**config.mk**
```make
export PLATFORM = sky130hd
export DESIGN_NAME = wvd_div
export DESIGN_NICKNAME = d
export VERILOG_FILES = /design/src/sv/wvd_pkg.sv /design/src/sv/wvd_div.sv
export SDC_FILE = /design/constraint.sdc
export NUM_CORES = 1
export LEC_CHECK = 0
export ABC_AREA = 1
export BUFFER_PORTS_ARGS = -buffer_cell sky130_fd_sc_hd__buf_2
export CAP_MARGIN = 20
export CORE_MARGIN = 1.5
export CORE_UTILIZATION = 60
export CTS_CLUSTER_SIZE = 8
export DETAILED_ROUTE_END_ITERATION = 8
export GPL_TIMING_DRIVEN = 0
export PLACE_DENSITY = 0.9
export SYNTH_ARGS = -nofsm -noshare
export SYNTH_HDL_FRONTEND = slang
export SYNTH_SLANG_ARGS = --single-unit
export TNS_END_PERCENT = 20
```
**constraint.sdc**
```tcl
create_clock -name clk_i -period 7.5 [get_ports clk_i]
set_input_delay 1.5 -clock clk_i [delete_from_list [all_inputs] [get_ports clk_i]]
set_output_delay 1.5 -clock clk_i [all_outputs]
set_load 0.01 [all_outputs]
```
**src/sv/wvd_pkg.sv**
```systemverilog
// Package for the windowed volume dispersion unit.
// Holds the transaction payload types, field widths and fixed constants.
// No dependencies.
package wvd_pkg;

  localparam int VOL_W    = 24;
  localparam int FEAT_W   = 20;
  localparam int FRAC_W   = 16;
  localparam int WL_W     = 9;
  localparam int FEAT_SCALE = 10;
  localparam int MIN_BARS = 3;

  localparam logic [WL_W-1:0]   DEFAULT_WINDOW = 9'd64;
  localparam logic [WL_W-1:0]   MIN_WINDOW     = 9'd2;
  localparam logic [FEAT_W-1:0] FEATURE_MAX    = 20'd655360;

  typedef enum logic {
    OP_APPEND  = 1'b0,
    OP_REPLACE = 1'b1
  } op_e;

  typedef struct packed {
    op_e              operation;
    logic [VOL_W-1:0] volume;
  } in_t;

  typedef struct packed {
    logic [FEAT_W-1:0] feature;
    logic              feature_valid;
  } out_t;

endpackage

```
**src/sv/wvd_div.sv**
```systemverilog
// Restoring divider for floor(10 * 2^16 * num / den) with num < den.
// One quotient bit per cycle. Depends on wvd_pkg.
module wvd_div #(
  parameter int DW = 72
) (
  input  logic                       clk_i,
  input  logic                       rst_ni,
  input  logic                       start_i,
  input  logic [DW-1:0]              num_i,
  input  logic [DW-1:0]              den_i,
  output logic                       done_o,
  output logic [wvd_pkg::FEAT_W-1:0] q_o
);

  localparam int SH = wvd_pkg::FEAT_W - wvd_pkg::FRAC_W;
  localparam int TW = DW + SH;
  localparam int CW = $clog2(wvd_pkg::FEAT_W + 1);

  logic                       busy_q;
  logic [CW-1:0]              cnt_q;
  logic [DW-1:0]              r_q;
  logic [DW-1:0]              den_q;
  logic [wvd_pkg::FEAT_W-1:0] lo_q;
  logic [wvd_pkg::FEAT_W-1:0] q_q;
  logic [TW-1:0]              scaled;
  logic [DW:0]                rr;
  logic                       fits;

  assign scaled = TW'(num_i) * TW'(wvd_pkg::FEAT_SCALE);
  assign rr     = {r_q, lo_q[wvd_pkg::FEAT_W-1]};
  assign fits   = rr >= {1'b0, den_q};
  assign done_o = busy_q && (cnt_q == CW'(wvd_pkg::FEAT_W));
  assign q_o    = q_q;

  always_ff @(posedge clk_i or negedge rst_ni) begin
    if (!rst_ni) begin
      busy_q <= 1'b0;
      cnt_q  <= '0;
    end else if (start_i) begin
      busy_q <= 1'b1;
      cnt_q  <= '0;
    end else if (done_o) begin
      busy_q <= 1'b0;
    end else if (busy_q) begin
      cnt_q <= cnt_q + 1'b1;
    end
  end

  always_ff @(posedge clk_i) begin
    if (start_i) begin
      r_q   <= scaled[TW-1:SH];
      lo_q  <= {scaled[SH-1:0], wvd_pkg::FRAC_W'(0)};
      den_q <= den_i;
      q_q   <= '0;
    end else if (busy_q && !done_o) begin
      r_q  <= fits ? DW'(rr - {1'b0, den_q}) : rr[DW-1:0];
      q_q  <= {q_q[wvd_pkg::FEAT_W-2:0], fits};
      lo_q <= lo_q << 1;
    end
  end

endmodule

```
==> impl_metrics.env, run 1 <==
export IMPL_synthFlopType="edfxtp_1"
export IMPL_dp_hpwl_um=58400
export IMPL_final_setup_viol_count=0
export IMPL_finalSetupTns_ps=0
export IMPL_synth_area_mm2=0.0203
export IMPL_die_x_um=187
export IMPL_fin_crit_ps=4280
export IMPL_whs_ps=493
export IMPL_worst_pin_slew_ps=961
export IMPL_gr_total_overflow=0
export IMPL_cts_setup_buffers=0
export IMPL_skew_ps=12.8
export IMPL_worst_ep_required_time_ps=7690
export IMPL_crit_type="in2reg"
export IMPL_io_pin_count=168
export IMPL_cts_buffer_depth=2
export IMPL_syn_avg_cell_area_um2=6.20
export IMPL_cts_resized_gates=0
export IMPL_crit_fanout=5
export IMPL_clockRootBuffer="clkbuf_16"
export IMPL_powerDensity_mw_per_mm2=327
export IMPL_drive_gt1_share_pct=6.99
export IMPL_cp_startpoint="num_i[1]"
export IMPL_fin_ws_ps=3220
export IMPL_p_leak_nw=11.9
export IMPL_hp_class="reg2reg"
export IMPL_synth_top_area_share_pct=21.7
export IMPL_ys_seq_area_share_pct=24.4
export IMPL_slew_headroom_pct=35.9
export IMPL_fmax_mhz=234
export IMPL_critPathCaptureType="flop"
export IMPL_die_h_um=187
export IMPL_clkLatencyLatePin_ps=470
export IMPL_h_tree_depth=4
export IMPL_final_cells=3925
export IMPL_fp_dieArea_mm2=0.0350
export IMPL_hold_viol=0
export IMPL_worstRegToRegCells=15
export IMPL_timing_final_crit_share_pct=57.1
export IMPL_worst_setup_path_start_kind="primary input"
export IMPL_area_growth_pct=9.98
export IMPL_clk_pin_slew_ps=80
export IMPL_reg2reg_to="r_q[67]$_DFFE_PP_"
export IMPL_dpl_worst_slack_ps=2890
export IMPL_nNetsFinal=3826
export IMPL_grt_pass1_wl_um=107000
export IMPL_yosysTopAreaCell="edfxtp_1"
export IMPL_first_pass_iters=6
export IMPL_antenna_found_initial=0
export IMPL_cts_buffers=17
export IMPL_cp_endpoint="r_q[18]$_DFFE_PP_"
export IMPL_ys_types=40
export IMPL_r2r_start="r_q[14]$_DFFE_PP_"
export IMPL_cts_num_sinks=173
export IMPL_synth_edff_count=147
export IMPL_status="complete, no violations"
export IMPL_core_mm2=0.0334
export IMPL_slew_viol_final=0
export IMPL_post_route_util_pct=66.8
export IMPL_grt_max_degree=74
export IMPL_wire_per_inst_um=17.6
export IMPL_portBuffers=167
export IMPL_r2r_slack_ps=4180
export IMPL_drv_cap=0
export IMPL_ys_top_cells_by_area="edfxtp_1 (22%), nand2_1 (21%), ha_1 (13%), inv_1 (11%), nor2_1 (5.7%)"
export IMPL_async_reset_ff_share_pct=3.47
export IMPL_initial_core_util_pct=60.7
export IMPL_cp_data_arrival_time_ps=4470
export IMPL_final_common_cell="nand2_1"
export IMPL_peakVddDrop_mv=0.233
export IMPL_synth_seq_cells=173
export IMPL_netlist_instances=3276
export IMPL_rows=67
export IMPL_drt_total_wl_um=69000
export IMPL_cts_hold_buf=0
export IMPL_nFillCells=3111
export IMPL_rsz0062_at_grt="no"
export IMPL_place_inst=3892
export IMPL_vias_per_cell=5.59
export IMPL_cts_tree="yes"
export IMPL_track_usage_pct=39.5
export IMPL_grt_pass1_vias=20600
export IMPL_drc=0
export IMPL_ant_nets=0
export IMPL_vias=21900
export IMPL_drt_iter0_markers=2378
export IMPL_gp_congestion=1.10
export IMPL_yosysWarnings=0
export IMPL_layout_common_cells="nand2_1 (1123), inv_1 (586), nor2_1 (308)"
export IMPL_syn_nets=3639
==> power by group <==
group | internal [mW] | switching [mW]
combinational | 1.61 | 3.22
sequential | 1.37 | 0.204
clock | 0.447 | 0.460
total | 3.42 | 3.89
==> registers in the layout, indices dropped and copies added, names as in the netlist <==
name and cells:
den_q 72, r_q 72, q_o 20, cnt_q 5, lo_q 3, busy_q 1
==> per-stage QoR <==
stage	total power, mW	cell area [um^2]
after detailed placement	6.21	21700
after floorplan	4.82	20300
after CTS	7.15	22300
after global placement	6.14	21700
final	7.31	22300
after global routing	7.84	22300
==> how the worst min path moves through the flow <==
stage                     slack [ps]                    from                    to  cells past startpoint
after floorplan                  490  lo_q[17]$_SDFFCE_PN0P_    lo_q[18]$_DFFE_PP_                      2
after CTS                        490    q_o[12]$_SDFFE_PP0P_  q_o[13]$_SDFFE_PP0P_                      2
final                            490    q_o[10]$_SDFFE_PP0P_  q_o[11]$_SDFFE_PP0P_                      2
after global routing             520    q_o[12]$_SDFFE_PP0P_  q_o[13]$_SDFFE_PP0P_                      2
after detailed placement         480    q_o[12]$_SDFFE_PP0P_  q_o[13]$_SDFFE_PP0P_                      2
after global placement           460    q_o[19]$_SDFFE_PP0P_  q_o[19]$_SDFFE_PP0P_                      2
==> cell usage after synthesis (4+ instances only) <==
master / number
nor3_1: 50
dfxtp_1: 20
xor2_1: 26
o21ai_1: 8
nand2_1: 1123
o21a_1: 7
a21oi_1: 195
inv_1: 586
edfxtp_1: 147
o21bai_1: 14
inv_2: 7
dfrtp_1: 6
nand4_1: 12
o21ai_0: 119
xnor2_1: 37
buf_6: 7
clkbuf_1: 20
nor4_1: 4
buf_2: 14
nand3b_1: 108
a21boi_0: 8
nand3_1: 189
nor2_2: 6
o22ai_1: 19
nor2_1: 308
ha_1: 214
==> critical path, cell delays in order <==
cell and delay [ps]:
buf_2 120, ha_1 290, ha_1 190, inv_1 90
fa_1 400, o21ai_1 430, a21boi_0 260, o21ai_1 390
nand2_1 90, nand2_1 130, a21oi_1 80, o21ai_0 370
nand2_1 130
==> cells by family (layout without fill, tap and decap cells) <==
kind of cell	count (synthesis)	count (layout)	share of synthesized area (%)
simple gates	1815	1815	37.6
buf+inv	635	835	12.1
compound gates	374	374	9.73
flops	173	173	24.4
xor+xnor	63	63	2.72
other cells	0	1	0
fa+ha+maj	216	216	13.4
==> area by class of cell <==
class | count | area [um^2] | share of cell area [%]
clock inverter | 15 | 169 | 0.756
buffer | 42 | 235 | 1.05
antenna | 1 | 2.50 | 0.0112
clock buffer | 17 | 425 | 1.90
multi-input combinational | 2468 | 12900 | 57.7
tap | 448 | 561 | 2.51
timing repair buffer | 168 | 866 | 3.88
inverter | 593 | 2230 | 9.96
sequential | 173 | 4960 | 22.2
==> metal layers <==
layer / part of all wire (%) / vias up / GRT usage (%)
met2: 44 / 1142 / 63.5
met4: 5.8 / 0 / 22.5
met3: 10 / 224 / 6.06
met5: 0 / - / 0
met1: 40 / 9778 / 50.7
li1: - / 10800 / -
(Power assumes the default switching activity.)
==> run 2, diff against run 1 <==
--- a/config.mk
+++ b/config.mk
@@ -9,7 +9,7 @@
 export BUFFER_PORTS_ARGS = -buffer_cell sky130_fd_sc_hd__buf_2
 export CAP_MARGIN = 20
 export CORE_MARGIN = 1.5
-export CORE_UTILIZATION = 60
+export CORE_UTILIZATION = 57
 export CTS_CLUSTER_SIZE = 8
 export DETAILED_ROUTE_END_ITERATION = 8
 export GPL_TIMING_DRIVEN = 0
==> constraint.sdc (replaced) <==
create_clock -name clk_i -period 3.5 [get_ports clk_i]
set_input_delay 0.7 -clock clk_i [delete_from_list [all_inputs] [get_ports clk_i]]
set_output_delay 0.7 -clock clk_i [all_outputs]
set_load 0.01 [all_outputs]
==> run 2 against run 1 <==
  * Design area grew 0.23%
  * Clock skew up 5.8 ps
  * Non-clock buffer count did not move
  * Sequential power up 120%
  * Combinational power up 120%
  * Critical path depth rose by 1
  * Clock power up 120%
  * Wire length rose by 4.2%
  * Sequential cell count did not move
  * Cell count increased by 0.20%
  * Via count up 0.65%
  * Setup slack got worse by 3100 ps
  * Critical path type is now reg2reg
  * Critical endpoint is now r_q[0]$_DFFE_PP_
  * Largest power group unchanged
==> impl_metrics.env, run 2 (synthesis gave the netlist of run 1 again) <==
export IMPL_layout_common_cells="nand2_1 (1123), inv_1 (586), nor2_1 (308)"
export IMPL_gr_total_overflow=0
export IMPL_power_mw=15.9
export IMPL_clk_pin_slew_ps=90
export IMPL_crit_type="reg2reg"
export IMPL_cp_data_arrival_time_ps=3600
export IMPL_status="complete, no violations"
export IMPL_vias=22100
export IMPL_hp_class="in2async"
export IMPL_critPathBufInv=2
export IMPL_drive_gt1_share_pct=7.05
export IMPL_crit_path_cell_trace="ha_1, nand2_1, inv_1, nand2_1, nor2_1, nand2_1, nor3_1, nand2_1, nand2_1, nor2_2, buf_2, nand3_1, nand3_1, nand2_1"
export IMPL_critical_path_most_common_cell="nand2_1"
export IMPL_peakVddDrop_mv=0.437
export IMPL_portBuffers=167
export IMPL_final_setup_viol_count=0
export IMPL_worst_path_max_delay_cell="nor2_2"
export IMPL_ant_nets=0
export IMPL_cts_num_sinks=173
export IMPL_worst_pin_slew_ps=990
export IMPL_rsz0062_at_grt="no"
export IMPL_fin_ws_ps=147
export IMPL_io_pin_count=168
export IMPL_initial_core_util_pct=58.4
export IMPL_fin_crit_ps=3350
export IMPL_worst_ep_required_time_ps=3740
export IMPL_nNetsFinal=3826
export IMPL_clockRootBuffer="clkbuf_16"
export IMPL_drc=0
export IMPL_h_tree_depth=4
export IMPL_slew_viol_final=0
export IMPL_dpl_worst_slack_ps=-331
export IMPL_skew_ps=18.6
export IMPL_cts_setup_buffers=0
export IMPL_die_h_um=192
export IMPL_critPathTopFamily="simple AND/OR/NAND/NOR gates"
export IMPL_cts_tree="yes"
export IMPL_final_common_cell="nand2_1"
export IMPL_area_growth_pct=10.2
export IMPL_core_mm2=0.0348
export IMPL_grt_pass1_vias=20600
export IMPL_rows=68
export IMPL_drt_total_wl_um=71900
export IMPL_slowest_delay_ps=570
export IMPL_critPathCaptureType="flop"
export IMPL_clkLatencyLatePin_ps=480
export IMPL_vias_per_cell=5.62
export IMPL_track_usage_pct=39.2
export IMPL_drv_cap=0
export IMPL_worst_setup_path_start_kind="flop"
export IMPL_antenna_found_initial=3
export IMPL_grt_max_degree=74
export IMPL_crit_fanout=10
export IMPL_cts_buffer_depth=2
export IMPL_dp_hpwl_um=60500
export IMPL_slew_headroom_pct=34.0
export IMPL_timing_final_crit_share_pct=95.8
export IMPL_final_cells=3933
export IMPL_hold_viol=0
export IMPL_post_route_util_pct=64.4
export IMPL_wire_per_inst_um=18.3
export IMPL_first_pass_iters=6
export IMPL_die_x_um=192
export IMPL_fp_dieArea_mm2=0.0368
export IMPL_fmax_mhz=298
export IMPL_powerDensity_mw_per_mm2=711
export IMPL_gp_congestion=1.07
export IMPL_place_inst=3899
export IMPL_cts_buffers=17
export IMPL_whs_ps=23.2
export IMPL_drt_iter0_markers=2561
export IMPL_p_leak_nw=12.0
export IMPL_grt_pass1_wl_um=109000
-- run 2: cell count changes in the layout (fill, tap and decap cells not counted), sizes merged --
cell / before / now
diode: 1 / 2
inv: 600 / 601
clkinv: 7 / 6
-- run 2: power by group --
part	switching, mW	total (mW)	internal (mW)
Clock	1.06	2.04	0.987
Sequential	0.473	3.40	2.93
Combinational	7.03	10.5	3.45
-- run 2: per-stage QoR --
stage               area, um^2  setup TNS (ps)
floorplan                20300               0
global placement         21700          -81180
detailed placement       21800           -3000
CTS                      22400               0
global route             22400               0
finish                   22400               0
-- run 2: worst paths after layout --
kind / cells after the start / end / startpoint / slack (ps)
worst max-delay path: 14 / r_q[0]$_DFFE_PP_ / r_q[42]$_DFFE_PP_ / 150
worst min-delay path: 1 / cnt_q[0]$_DFFE_PN0P_ / rst_ni / 20
worst max register to register: 14 / r_q[0]$_DFFE_PP_ / r_q[42]$_DFFE_PP_ / 150
worst min register to register: 2 / q_o[18]$_SDFFE_PP0P_ / q_o[17]$_SDFFE_PP0P_ / 500
max in group asynchronous: 1 / cnt_q[4]$_DFFE_PN0P_ / rst_ni / 3330
min in group clk_i: 1 / den_q[11]$_DFFE_PP_ / den_i[11] / 390
-- run 2: final cells by class --
type                       count  area, um^2
inverter                     593        2230
multi-input combinational   2468       12900
fill                        3409       12400
sequential                   173        4960
antenna                        2        5.00
buffer                        42         235
clock inverter                15         203
timing repair buffer         168         866
clock buffer                  17         425
tap                          455         569
-- run 2: layer usage --
layer	up-vias	share of wire [%]	track usage [%]
met5	-	0	0
met4	0	4.6	19.4
met3	174	9.8	6.14
met2	1180	45	64.1
met1	9921	40	50.1
li1	10800	-	-
-- run 2: timing repair --
action                                  in CTS  in global routing
hold buffers                                 0                  0
endpoints found under the setup margin       0                  9
resized for setup                            0                  3
