File: src/sv/wvd_mul.sv
// Iterative shift-add multiplier, one multiplier bit per cycle.
// Used for S1*S1 and k*S2. Depends on nothing.
module wvd_mul #(
  parameter int PW = 72,
  parameter int BW = 36
) (
  input  logic          clk_i,
  input  logic          rst_ni,
  input  logic          start_i,
  input  logic [PW-1:0] a_i,
  input  logic [BW-1:0] b_i,
  output logic          done_o,
  output logic [PW-1:0] p_o
);

  logic          busy_q;
  logic [PW-1:0] a_q;
  logic [BW-1:0] b_q;
  logic [PW-1:0] p_q;

  assign done_o = busy_q && (b_q == '0);
  assign p_o    = p_q;

  always_ff @(posedge clk_i or negedge rst_ni) begin
    if (!rst_ni) begin
      busy_q <= 1'b0;
    end else if (start_i) begin
      busy_q <= 1'b1;
    end else if (done_o) begin
      busy_q <= 1'b0;
    end
  end

  always_ff @(posedge clk_i) begin
    if (start_i) begin
      a_q <= a_i;
      b_q <= b_i;
      p_q <= '0;
    end else if (busy_q && (b_q != '0)) begin
      if (b_q[0]) begin
        p_q <= p_q + a_q;
      end
      a_q <= a_q << 1;
      b_q <= b_q >> 1;
    end
  end

endmodule

File: config.mk
export PLATFORM = sky130hd
export DESIGN_NAME = wvd_mul
export DESIGN_NICKNAME = d
export VERILOG_FILES = /design/src/sv/wvd_mul.sv
export SDC_FILE = /design/constraint.sdc
export NUM_CORES = 1
export LEC_CHECK = 0
export ABC_AREA = 1
export BUFFER_PORTS_ARGS = -buffer_cell sky130_fd_sc_hd__buf_2
export CAP_MARGIN = 20
export CORE_AREA = 2 2 160 162
export CTS_CLUSTER_DIAMETER = 80
export CTS_CLUSTER_SIZE = 16
export DETAILED_ROUTE_END_ITERATION = 16
export DIE_AREA = 0 0 162 164
export GPL_TIMING_DRIVEN = 1
export MAX_ROUTING_LAYER = met4
export PLACE_DENSITY = 0.76
export SETUP_SLACK_MARGIN = 0.5
export SLEW_MARGIN = 20
export SYNTH_ARGS = -nofsm -noshare
export SYNTH_HDL_FRONTEND = slang
export SYNTH_SLANG_ARGS = --single-unit
export TNS_END_PERCENT = 50
File: constraint.sdc
create_clock -name clk_i -period 7.4 [get_ports clk_i]
set_input_delay 2.22 -clock clk_i [delete_from_list [all_inputs] [get_ports clk_i]]
set_output_delay 2.22 -clock clk_i [all_outputs]
set_load 0.05 [all_outputs]
==> PnR_summary.wiki, run 1 <==
{| class="wikitable"
! Metric !! Value
|-
| Status || complete, no violations
|-
| Final Setup Violations || 0
|-
| Seq cells post-synth || 181
|-
| Arrival time of data at the critical path endpoint || 4420 ps
|-
| Final critical-path required period || 4320 ps
|-
| Count of inserted antenna diode cells || 0
|-
| Top library cells by usage in the layout, fill and taps aside || sky130_fd_sc_hd__nand2_1 (758), sky130_fd_sc_hd__inv_1 (353), sky130_fd_sc_hd__buf_2 (182), sky130_fd_sc_hd__nor2_1 (142), sky130_fd_sc_hd__o21ai_0 (110)
|-
| Proportion of layout cells with a drive suffix above 1 || 12.9%
|-
| Leakage Power || 8.19 nW
|-
| Fin. max-slew vios || 0
|-
| Number of unique standard cell types used by synthesis || 36
|-
| Standard cell core area || 24800 µm²
|-
| Worst hold-check path type || reg2reg
|-
| Post-route setup slack || 3080 ps
|-
| Router iterations before antenna repair || 5
|-
| Maximum cell stage delay along the critical path || 780 ps
|-
| Synth warn || 0
|-
| Total routed wirelength || 40300 µm
|-
| Clock H-tree levels || 4
|-
| Total die area || 26600 µm²
|-
| # Max-Cap Violations || 0
|-
| Post-Place Setup Slack || 2550 ps
|-
| Buffer depth of the longest clock path || 2
|-
| Number of filler instances in the final layout || 2389
|-
| ANT nets after route || 0
|-
| Sequential share of the synthesized area || 34.9%
|-
| Die Height || 164 µm
|-
| Commonest non-fill, non-tap cell in the layout || sky130_fd_sc_hd__nand2_1
|-
| Relative contribution of sequential cells to total power || 36.5%
|-
| Latest clock arrival within the worst-skew pair || 460 ps
|-
| Reg clk slew, reported paths || 80 ps
|-
| Iteration-0 DRC Markers || 1004
|-
| Number of nets in the layout || 2396
|-
| Post-CTS setup-driven buffer insertion count || 0
|-
| Initial antenna violation count || 0
|-
| Peak supply drop || 0.000134 V
|-
| Max FO, Critical Path || 76
|-
| Part of the power in combinational logic || 35.2%
|-
| Startpoint type of the worst setup path || input pin
|-
| Number of primary I/O pins || 184
|-
| Total power divided by cell area || 225 nW/µm²
|-
| Number of instances in the synthesized netlist || 2051
|-
| Sw power || 1.43 mW
|-
| Worst setup skew after layout || 22.1 ps
|-
| Area of the multi-input gates || 7240 µm²
|-
| Slowest cell on crit path || sky130_fd_sc_hd__nand2_4
|-
| Data required time of the critical path || 7500 ps
|-
| Number of nets produced by synthesis || 2234
|-
| Number of gates resized after CTS || 0
|-
| Total via count in the routed design || 13100
|-
| Global-route wire length before repair || 64100 µm
|-
| Drt wl/cell || 15.8 µm
|-
| Register Area || 4710 µm²
|-
| Critical Path End Type || flop
|-
| FP Rows || 58
|-
| Effective utilization at floorplan || 54.4%
|-
| Clock Power Share || 28.3%
|-
| Clk Tree Root Cell || sky130_fd_sc_hd__clkbuf_16
|-
| Worst slew slack as a fraction of its limit || 32.8%
|-
| Gpl congestion || 1.01
|-
| Share of total power consumed by net switching || 41.5%
|-
| Layout overhead on the synthesized area || 13.4%
|-
| Hold_buf cts || 0
|-
| CTS tree || done
|-
| Tcrit/Tclk final || 58.4%
|-
| Largest net degree at the start of global routing || 113
|-
| Timing-limited maximum frequency || 231 MHz
|-
| Internal power of the cells || 2.02 mW
|-
| Via/cell ratio || 5.11
|-
| Count of buffering cells on the critical path with inverters included || 3
|-
| RSZ-0062 raised after global routing || no
|-
| CP dominant cell by count || sky130_fd_sc_hd__buf_4
|-
| Remaining global-route overflow || 0
|-
| GRT Resource Usage Total || 31.7%
|-
| Critical path, cell by cell || buf_4 -> inv_4 -> nand2_4 -> buf_4
|-
| Setup TNS Final || 0 ps
|-
| Number of global-route vias before repair || 12400
|-
| Number of buffers added by the clock tree synthesis step || 17
|-
| DRC violation count after routing || 0
|-
| Tightest Pin Transition || 1010 ps
|-
| HPWL after detailed placement || 31900 µm
|-
| Largest delay contributor family on the critical path || buffers and inverters
|-
| Worst setup path class || in2reg
|-
| Number of endpoints with negative hold slack in the final report || 0
|-
| Number of I/O port buffers || 183
|-
| Synth Area per Inst || 6.59 µm²
|-
| Horizontal extent of the die || 162 µm
|-
| Clock Sinks || 181
|-
| Summed instance area of the synthesized netlist || 13500 µm²
|}
[flip-flops by register name, indices dropped and copies added (netlist names)]
register	cells
p_o	72
busy_q	1
a_q	72
b_q	36
[path summary, 6_finish.rpt]
kind | start | end | slack, ps | depth (start not counted)
min in group asynchronous | rst_ni | busy_q | 1530 | 1
worst max register to register | a_q[0] | p_o[62] | 4620 | 16
worst max-delay path | start_i | a_q[35] | 3080 | 4
max in group asynchronous | rst_ni | busy_q | 5790 | 1
worst min register to register | p_o[2] | p_o[2] | 510 | 2
worst min-delay path | p_o[2] | p_o[2] | 510 | 2
[cells by family (layout without fill, tap and decap cells)]
family	count (synthesis)	in the layout	synth area share [%]
flip-flops	181	181	34.9
AND/OR/NAND/NOR	1067	1067	32.8
buffers and inverters	413	588	11.6
adder cells (fa/ha/maj)	72	72	6.72
XOR/XNOR	39	39	2.53
AO/OA/AOI/OAI	279	279	11.5
[worst min-delay path, delay by kind of cell, from the launching register on]
family,cells,cell delay (ps)
AOI/OAI and AO/OA,1,50
DFF,1,340
and+or+nand+nor,1,70
[metrics by stage]
step / cells / cell area, µm² / hold slack (ps) / power (mW) / utilization (%)
finish: 2556 / 15300 / 506 / 3.45 / 61.7
detailed placement: 2524 / 14700 / 493 / 2.47 / 59.2
global placement: 2524 / 14700 / 494 / 2.46 / 59.2
global route: 2556 / 15300 / 530 / 3.63 / 61.7
CTS: 2556 / 15300 / 509 / 3.44 / 61.7
floorplan: 2051 / 13500 / 503 / 2.15 / -
[layer usage]
layer  share of wire, %  up-vias  track usage, %
li1                   -     6737               -
met1                 47     5881            43.8
met2                 44      395            49.3
met3                6.3       56            3.64
met4                2.5        0            9.05
met5                  0        -               -
[synthesized netlist by cell type, drive strengths merged]
| cell type | n | area (µm²) |
|---|---|---|
| o21a | 46 | 345 |
| dfxtp | 72 | 1440 |
| o211ai | 8 | 60.1 |
| xor2 | 18 | 158 |
| xnor2 | 21 | 184 |
| buf | 9 | 51.3 |
| nand4 | 14 | 87.6 |
| nand3 | 93 | 505 |
| a21o | 1 | 7.51 |
| dfrtp | 1 | 25.0 |
| nand2 | 776 | 2960 |
| fa | 1 | 20.0 |
| inv | 368 | 1380 |
| o21bai | 6 | 45.0 |
| nor3 | 13 | 85.1 |
| nor2 | 160 | 696 |
| and2 | 6 | 37.5 |
| a21oi | 107 | 536 |
| edfxtp | 108 | 3240 |
| o21ai | 111 | 559 |
| nor4 | 5 | 56.3 |
| ha | 71 | 888 |
| clkbuf | 36 | 135 |
[layout make-up]
| type | count | share of cell area, % |
|---|---|---|
| Clock buffer | 17 | 2.78 |
| Multi-Input combinational cell | 1457 | 47.2 |
| Timing Repair Buffer | 188 | 6.26 |
| Clock inverter | 15 | 1.26 |
| Tap cell | 330 | 2.69 |
| Inverter | 368 | 9.03 |
| Sequential cell | 181 | 30.7 |
[power groups by stage]
stage	sequential (mW)	combinational (mW)	clock, mW
floorplan	1.43	0.712	0
global placement	1.27	1.18	0
detailed placement	1.28	1.20	0
CTS	1.26	1.20	0.983
global route	1.27	1.35	1.02
finish	1.26	1.21	0.976
Note: power is estimated with default switching activity, not from simulation.
==> inputs of run 2 (changes only) <==
clock period = 4 ns   (was 7.4 ns; I/O delays follow)
==> PnR_summary.wiki, run 2 (same netlist as run 1, synthesis figures left out) <==
{| class="wikitable"
! Metric !! Value
|-
| Status || complete, no violations
|-
| Worst reg2reg path startpoint || a_q[0]
|-
| Initial antenna violation count || 0
|-
| Fin. max-slew vios || 0
|-
| R2R Setup Slk || 1330 ps
|-
| ANT nets after route || 0
|-
| Final Setup Violations || 0
|-
| Number of nets in the layout || 2397
|-
| Startpoint type of the worst setup path || flop
|-
| Data required time of the critical path || 2800 ps
|-
| Via/cell ratio || 5.13
|-
| Proportion of layout cells with a drive suffix above 1 || 13.0%
|-
| Number of primary I/O pins || 184
|-
| FP Rows || 58
|-
| Part of the power in combinational logic || 35.2%
|-
| Worst setup skew after layout || 17.3 ps
|-
| Sw power || 2.70 mW
|-
| Total die area || 26600 µm²
|-
| Tightest Pin Transition || 697 ps
|-
| Hold_buf cts || 0
|-
| Post-CTS setup-driven buffer insertion count || 0
|-
| CTS tree || done
|-
| Reg clk slew, reported paths || 90 ps
|-
| Effective utilization at floorplan || 54.4%
|-
| Arrival time of data at the critical path endpoint || 1840 ps
|-
| Count of inserted antenna diode cells || 0
|-
| Relative contribution of sequential cells to total power || 36.1%
|-
| Peak supply drop || 0.000278 V
|-
| Gpl congestion || 0.956
|-
| Setup TNS Final || 0 ps
|-
| GRT Resource Usage Total || 32.9%
|-
| Latest clock arrival within the worst-skew pair || 460 ps
|-
| Clock H-tree levels || 4
|-
| Smallest hold slack || 499 ps
|-
| DRC violation count after routing || 0
|-
| CP dominant cell by count || sky130_fd_sc_hd__nand4_1
|-
| Maximum cell stage delay along the critical path || 390 ps
|-
| Commonest non-fill, non-tap cell in the layout || sky130_fd_sc_hd__nand2_1
|-
| Clk Tree Root Cell || sky130_fd_sc_hd__clkbuf_16
|-
| Drt wl/cell || 16.3 µm
|-
| Horizontal extent of the die || 162 µm
|-
| Die Height || 164 µm
|-
| Worst setup path class || reg2out
|-
| Number of I/O port buffers || 183
|-
| HPWL after detailed placement || 33200 µm
|-
| Clock Sinks || 181
|-
| Number of global-route vias before repair || 12500
|-
| Placed cell count || 2525
|-
| Worst hold-check path type || reg2reg
|-
| Total routed wirelength || 41800 µm
|-
| Worst reg2reg path depth || 14
|-
| Number of filler instances in the final layout || 2426
|-
| Largest net degree at the start of global routing || 127
|-
| # Max-Cap Violations || 0
|-
| Number of cells on the worst hold path || 2
|-
| Remaining global-route overflow || 0
|-
| Slowest cell on crit path || sky130_fd_sc_hd__edfxtp_1
|-
| Clock Power Share || 28.7%
|-
| Total via count in the routed design || 13100
|-
| Global-route wire length before repair || 66200 µm
|-
| Standard cell core area || 24800 µm²
|-
| Timing-limited maximum frequency || 329 MHz
|-
| Start point of the worst min-delay path || p_o[2]
|-
| Leakage Power || 8.21 nW
|-
| Core utilization of the finished layout || 62.0%
|-
| Register Area || 4710 µm²
|-
| Layout overhead on the synthesized area || 13.9%
|-
| Final critical-path required period || 3040 ps
|-
| Share of total power consumed by net switching || 41.9%
|-
| Total power || 6.44 mW
|-
| Top library cells by usage in the layout, fill and taps aside || sky130_fd_sc_hd__nand2_1 (758), sky130_fd_sc_hd__inv_1 (353), sky130_fd_sc_hd__buf_2 (182), sky130_fd_sc_hd__nor2_1 (142), sky130_fd_sc_hd__o21ai_0 (110)
|-
| Worst Hold Path EP || p_o[2]
|-
| Area of the multi-input gates || 7240 µm²
|-
| Router iterations before antenna repair || 7
|-
| Number of buffers added by the clock tree synthesis step || 17
|-
| Critical path, cell by cell || inv_2 -> nand4_1 -> nor3_1 -> nand4_1 -> nor2_1 -> buf_2
|-
| Post-Layout Cell Count || 2557
|-
| Worst slew slack as a fraction of its limit || 53.5%
|-
| Capture instance of the worst register-to-register path || p_o[64]
|-
| Iteration-0 DRC Markers || 1105
|-
| Critical Path End Type || primary output
|-
| Number of endpoints with negative hold slack in the final report || 0
|-
| Tcrit/Tclk final || 75.9%
|-
| Number of gates resized after CTS || 0
|-
| Internal power of the cells || 3.74 mW
|-
| RSZ-0062 raised after global routing || no
|-
| Total power divided by cell area || 419 nW/µm²
|-
| Buffer depth of the longest clock path || 2
|-
| Max FO, Critical Path || 2
|}
-- run 2: worst max path at each step --
stage | start | to | slack (ps) | cells after the start
floorplan | start_i | a_q[0] | 1030 | 4
global placement | b_q[0] | done_o | 1400 | 6
detailed placement | start_i | a_q[32] | 1380 | 4
CTS | b_q[0] | done_o | 920 | 6
global route | b_q[0] | done_o | 840 | 6
finish | b_q[0] | done_o | 960 | 6
-- run 2: worst max-delay path: cells and delay by family, from the launching register on --
family	cells	cell delay, ps
DFF	1	390
and+or+nand+nor	4	610
buffers and inverters	2	370
-- run 2: power groups by stage --
| stage | logic, mW | registers [mW] | clock network, mW |
|---|---|---|---|
| after global placement | 2.22 | 2.36 | 0 |
| after CTS | 2.25 | 2.32 | 1.85 |
| after global routing | 2.51 | 2.35 | 1.90 |
| after detailed placement | 2.24 | 2.36 | 0 |
| final | 2.27 | 2.33 | 1.85 |
| after floorplan | 1.32 | 2.65 | 0 |
-- run 2: layer usage --
layer | share of wire, % | wire, µm | vias up | GRT usage, %
met5 | 0 | 0 | - | -
met4 | 3.4 | 1420 | 0 | 11.7
met3 | 6.7 | 2820 | 73 | 4.34
met2 | 44 | 18200 | 476 | 50.4
met1 | 46 | 19400 | 5838 | 44.8
li1 | - | - | 6736 | -
-- run 2: final cells by class --
class                           count  share of cell area, %
Sequential cell                   181                   30.6
Timing Repair Buffer              189                   6.51
Clock buffer                       17                   2.77
Clock inverter                     15                   1.36
Inverter                          368                   9.00
Multi-Input combinational cell   1457                   47.1
Tap cell                          330                   2.68
-- run 2: per-stage QoR --
step | worst slack (ps) | instance area, µm²
6_report | 964 | 15400
5_1_grt | 837 | 15400
4_1_cts | 921 | 15400
3_5_place_dp | 1380 | 14700
3_3_place_gp | 1400 | 14700
2_1_floorplan | 1030 | 13500
==> inputs of run 3 (changes only) <==
clock period = 3.1 ns   (was 4 ns; I/O delays follow)
==> PnR_summary.wiki, run 3 (same netlist as run 1, synthesis figures left out) <==
{| class="wikitable"
! Metric !! Value
|-
| Status || complete, no violations
|-
| Clock Power Share || 28.5%
|-
| CTS tree || done
|-
| ANT nets after route || 0
|-
| Number of endpoints with negative hold slack in the final report || 0
|-
| Top routing layer in use || met4
|-
| Number of nets in the layout || 2404
|-
| Layout overhead on the synthesized area || 14.9%
|-
| Met3 wire length || 2900 µm
|-
| Total power || 8.35 mW
|-
| Latest clock arrival within the worst-skew pair || 460 ps
|-
| Internal power of the cells || 4.90 mW
|-
| Core utilization of the finished layout || 62.5%
|-
| Initial antenna violation count || 0
|-
| Tightest Pin Transition || 766 ps
|-
| Final Instance Area || 15500 µm²
|-
| Commonest non-fill, non-tap cell in the layout || sky130_fd_sc_hd__nand2_1
|-
| Clk Tree Root Cell || sky130_fd_sc_hd__clkbuf_16
|-
| Final Setup Violations || 0
|-
| Startpoint type of the worst setup path || flop
|-
| Router iterations before antenna repair || 5
|-
| Standard cell core area || 24800 µm²
|-
| Die Height || 164 µm
|-
| Post-Layout Cell Count || 2564
|-
| Part of the power in combinational logic || 35.5%
|-
| Total routed wirelength || 42500 µm
|-
| Met1 WL || 19700 µm
|-
| Final critical-path required period || 2750 ps
|-
| Data required time of the critical path || 2170 ps
|-
| Timing-limited maximum frequency || 364 MHz
|-
| Routed wl met2 || 18900 µm
|-
| CP dominant cell by count || sky130_fd_sc_hd__nand4_1
|-
| Count of inserted antenna diode cells || 0
|-
| Effective utilization at floorplan || 54.4%
|-
| Share of total power consumed by net switching || 41.3%
|-
| Smallest hold slack || 235 ps
|-
| Total via count in the routed design || 13300
|-
| Worst setup skew after layout || 25.8 ps
|-
| Placed cell count || 2529
|-
| Largest net degree at the start of global routing || 145
|-
| Post-place instance area || 14800 µm²
|-
| Fin. max-slew vios || 0
|-
| Proportion of layout cells with a drive suffix above 1 || 13.9%
|-
| Number of buffers added by the clock tree synthesis step || 17
|-
| Total power divided by cell area || 538 nW/µm²
|-
| FP Rows || 58
|-
| Arrival time of data at the critical path endpoint || 1820 ps
|-
| Via/cell ratio || 5.18
|-
| GRT Resource Usage Total || 33.4%
|-
| Post-route setup slack || 352 ps
|-
| Count of buffering cells on the critical path with inverters included || 2
|-
| RSZ-0062 raised after global routing || yes
|-
| Worst hold-check path type || in2async
|-
| Sw power || 3.45 mW
|-
| Number of primary I/O pins || 184
|-
| Leakage Power || 8.26 nW
|-
| Worst setup path class || reg2out
|-
| Largest delay contributor family on the critical path || simple AND/OR/NAND/NOR gates
|-
| Maximum cell stage delay along the critical path || 400 ps
|-
| Setup TNS Final || 0 ps
|-
| Horizontal extent of the die || 162 µm
|-
| Drt wl/cell || 16.6 µm
|-
| DRC violation count after routing || 0
|-
| Peak supply drop || 0.000310 V
|-
| Worst slew slack as a fraction of its limit || 49.0%
|-
| Global-route wire length before repair || 67300 µm
|-
| Max FO, Critical Path || 2
|-
| Reg clk slew, reported paths || 80 ps
|-
| Buffer depth of the longest clock path || 2
|-
| Relative contribution of sequential cells to total power || 36.0%
|-
| Critical path startpoint || b_q[3]
|-
| Number of I/O port buffers || 183
|-
| Post-Place Setup Slack || 323 ps
|-
| Critical Path End Type || primary output
|-
| Critical path, cell by cell || inv_1 -> nand4_1 -> nor3_2 -> nand4_1 -> nor2_2 -> buf_6
|-
| HPWL after detailed placement || 33300 µm
|-
| Tcrit/Tclk final || 88.7%
|-
| Number of global-route vias before repair || 12600
|-
| Hold_buf cts || 0
|-
| Slowest cell on crit path || sky130_fd_sc_hd__edfxtp_1
|-
| Total die area || 26600 µm²
|-
| Clock H-tree levels || 4
|-
| Iteration-0 DRC Markers || 1288
|-
| Gpl congestion || 0.996
|-
| Top library cells by usage in the layout, fill and taps aside || sky130_fd_sc_hd__nand2_1 (752), sky130_fd_sc_hd__inv_1 (351), sky130_fd_sc_hd__buf_2 (181), sky130_fd_sc_hd__nor2_1 (140), sky130_fd_sc_hd__o21ai_0 (110)
|-
| Worst reg2reg path startpoint || a_q[3]
|-
| Clock Sinks || 181
|-
| # Max-Cap Violations || 0
|-
| Remaining global-route overflow || 0
|}
==> run 3: cell count changes in the layout (fill, tap and decap cells not counted), moves of 2 or more <==
cell                       previous run  this run
sky130_fd_sc_hd__buf_4                4        10
sky130_fd_sc_hd__clkinv_8             6         3
sky130_fd_sc_hd__inv_1              353       351
sky130_fd_sc_hd__inv_12               4         2
sky130_fd_sc_hd__inv_2               14        16
sky130_fd_sc_hd__inv_8                1         5
sky130_fd_sc_hd__nand2_1            758       752
sky130_fd_sc_hd__nand2_2             16        21
sky130_fd_sc_hd__nor2_1             142       140
sky130_fd_sc_hd__nor2_2               8        10
==> run 3: power groups by stage <==
stage / registers [mW] / clock network (mW) / logic (mW)
6_report: 3.00 / 2.38 / 2.97
5_1_grt: 3.03 / 2.47 / 3.28
4_1_cts: 3.00 / 2.41 / 2.92
3_5_place_dp: 3.05 / 0 / 2.90
3_3_place_gp: 3.04 / 0 / 2.89
2_1_floorplan: 3.43 / 0 / 1.70
==> run 3: final timing paths <==
kind	cells past startpoint	slack [ps]	end
worst max-delay path	6	350	done_o
worst min-delay path	1	240	busy_q
worst max register to register	14	510	p_o[59]
worst min register to register	2	510	p_o[2]
max in group asynchronous	1	2780	busy_q
min in group clk_i	2	510	p_o[2]
==> run 3: cell type report <==
type                       instances  area (µm²)
clock inverter                    15         199
tap                              330         413
clock buffer                      17         425
inverter                         368        1380
fill                            2389        9300
timing repair buffer             196        1070
multi-input combinational       1457        7320
sequential                       181        4710
==> run 3: routing by layer <==
layer	vias to the layer above	global-route usage, %
met5	-	-
met4	0	9.01
met3	55	4.67
met2	506	52.1
met1	5964	45.8
li1	6763	-
==> run 3: timing repair <==
item	CTS	global route
pin swaps	2	4
setup buffers	1	2
setup endpoints to repair	9	25
resized for setup	8	13
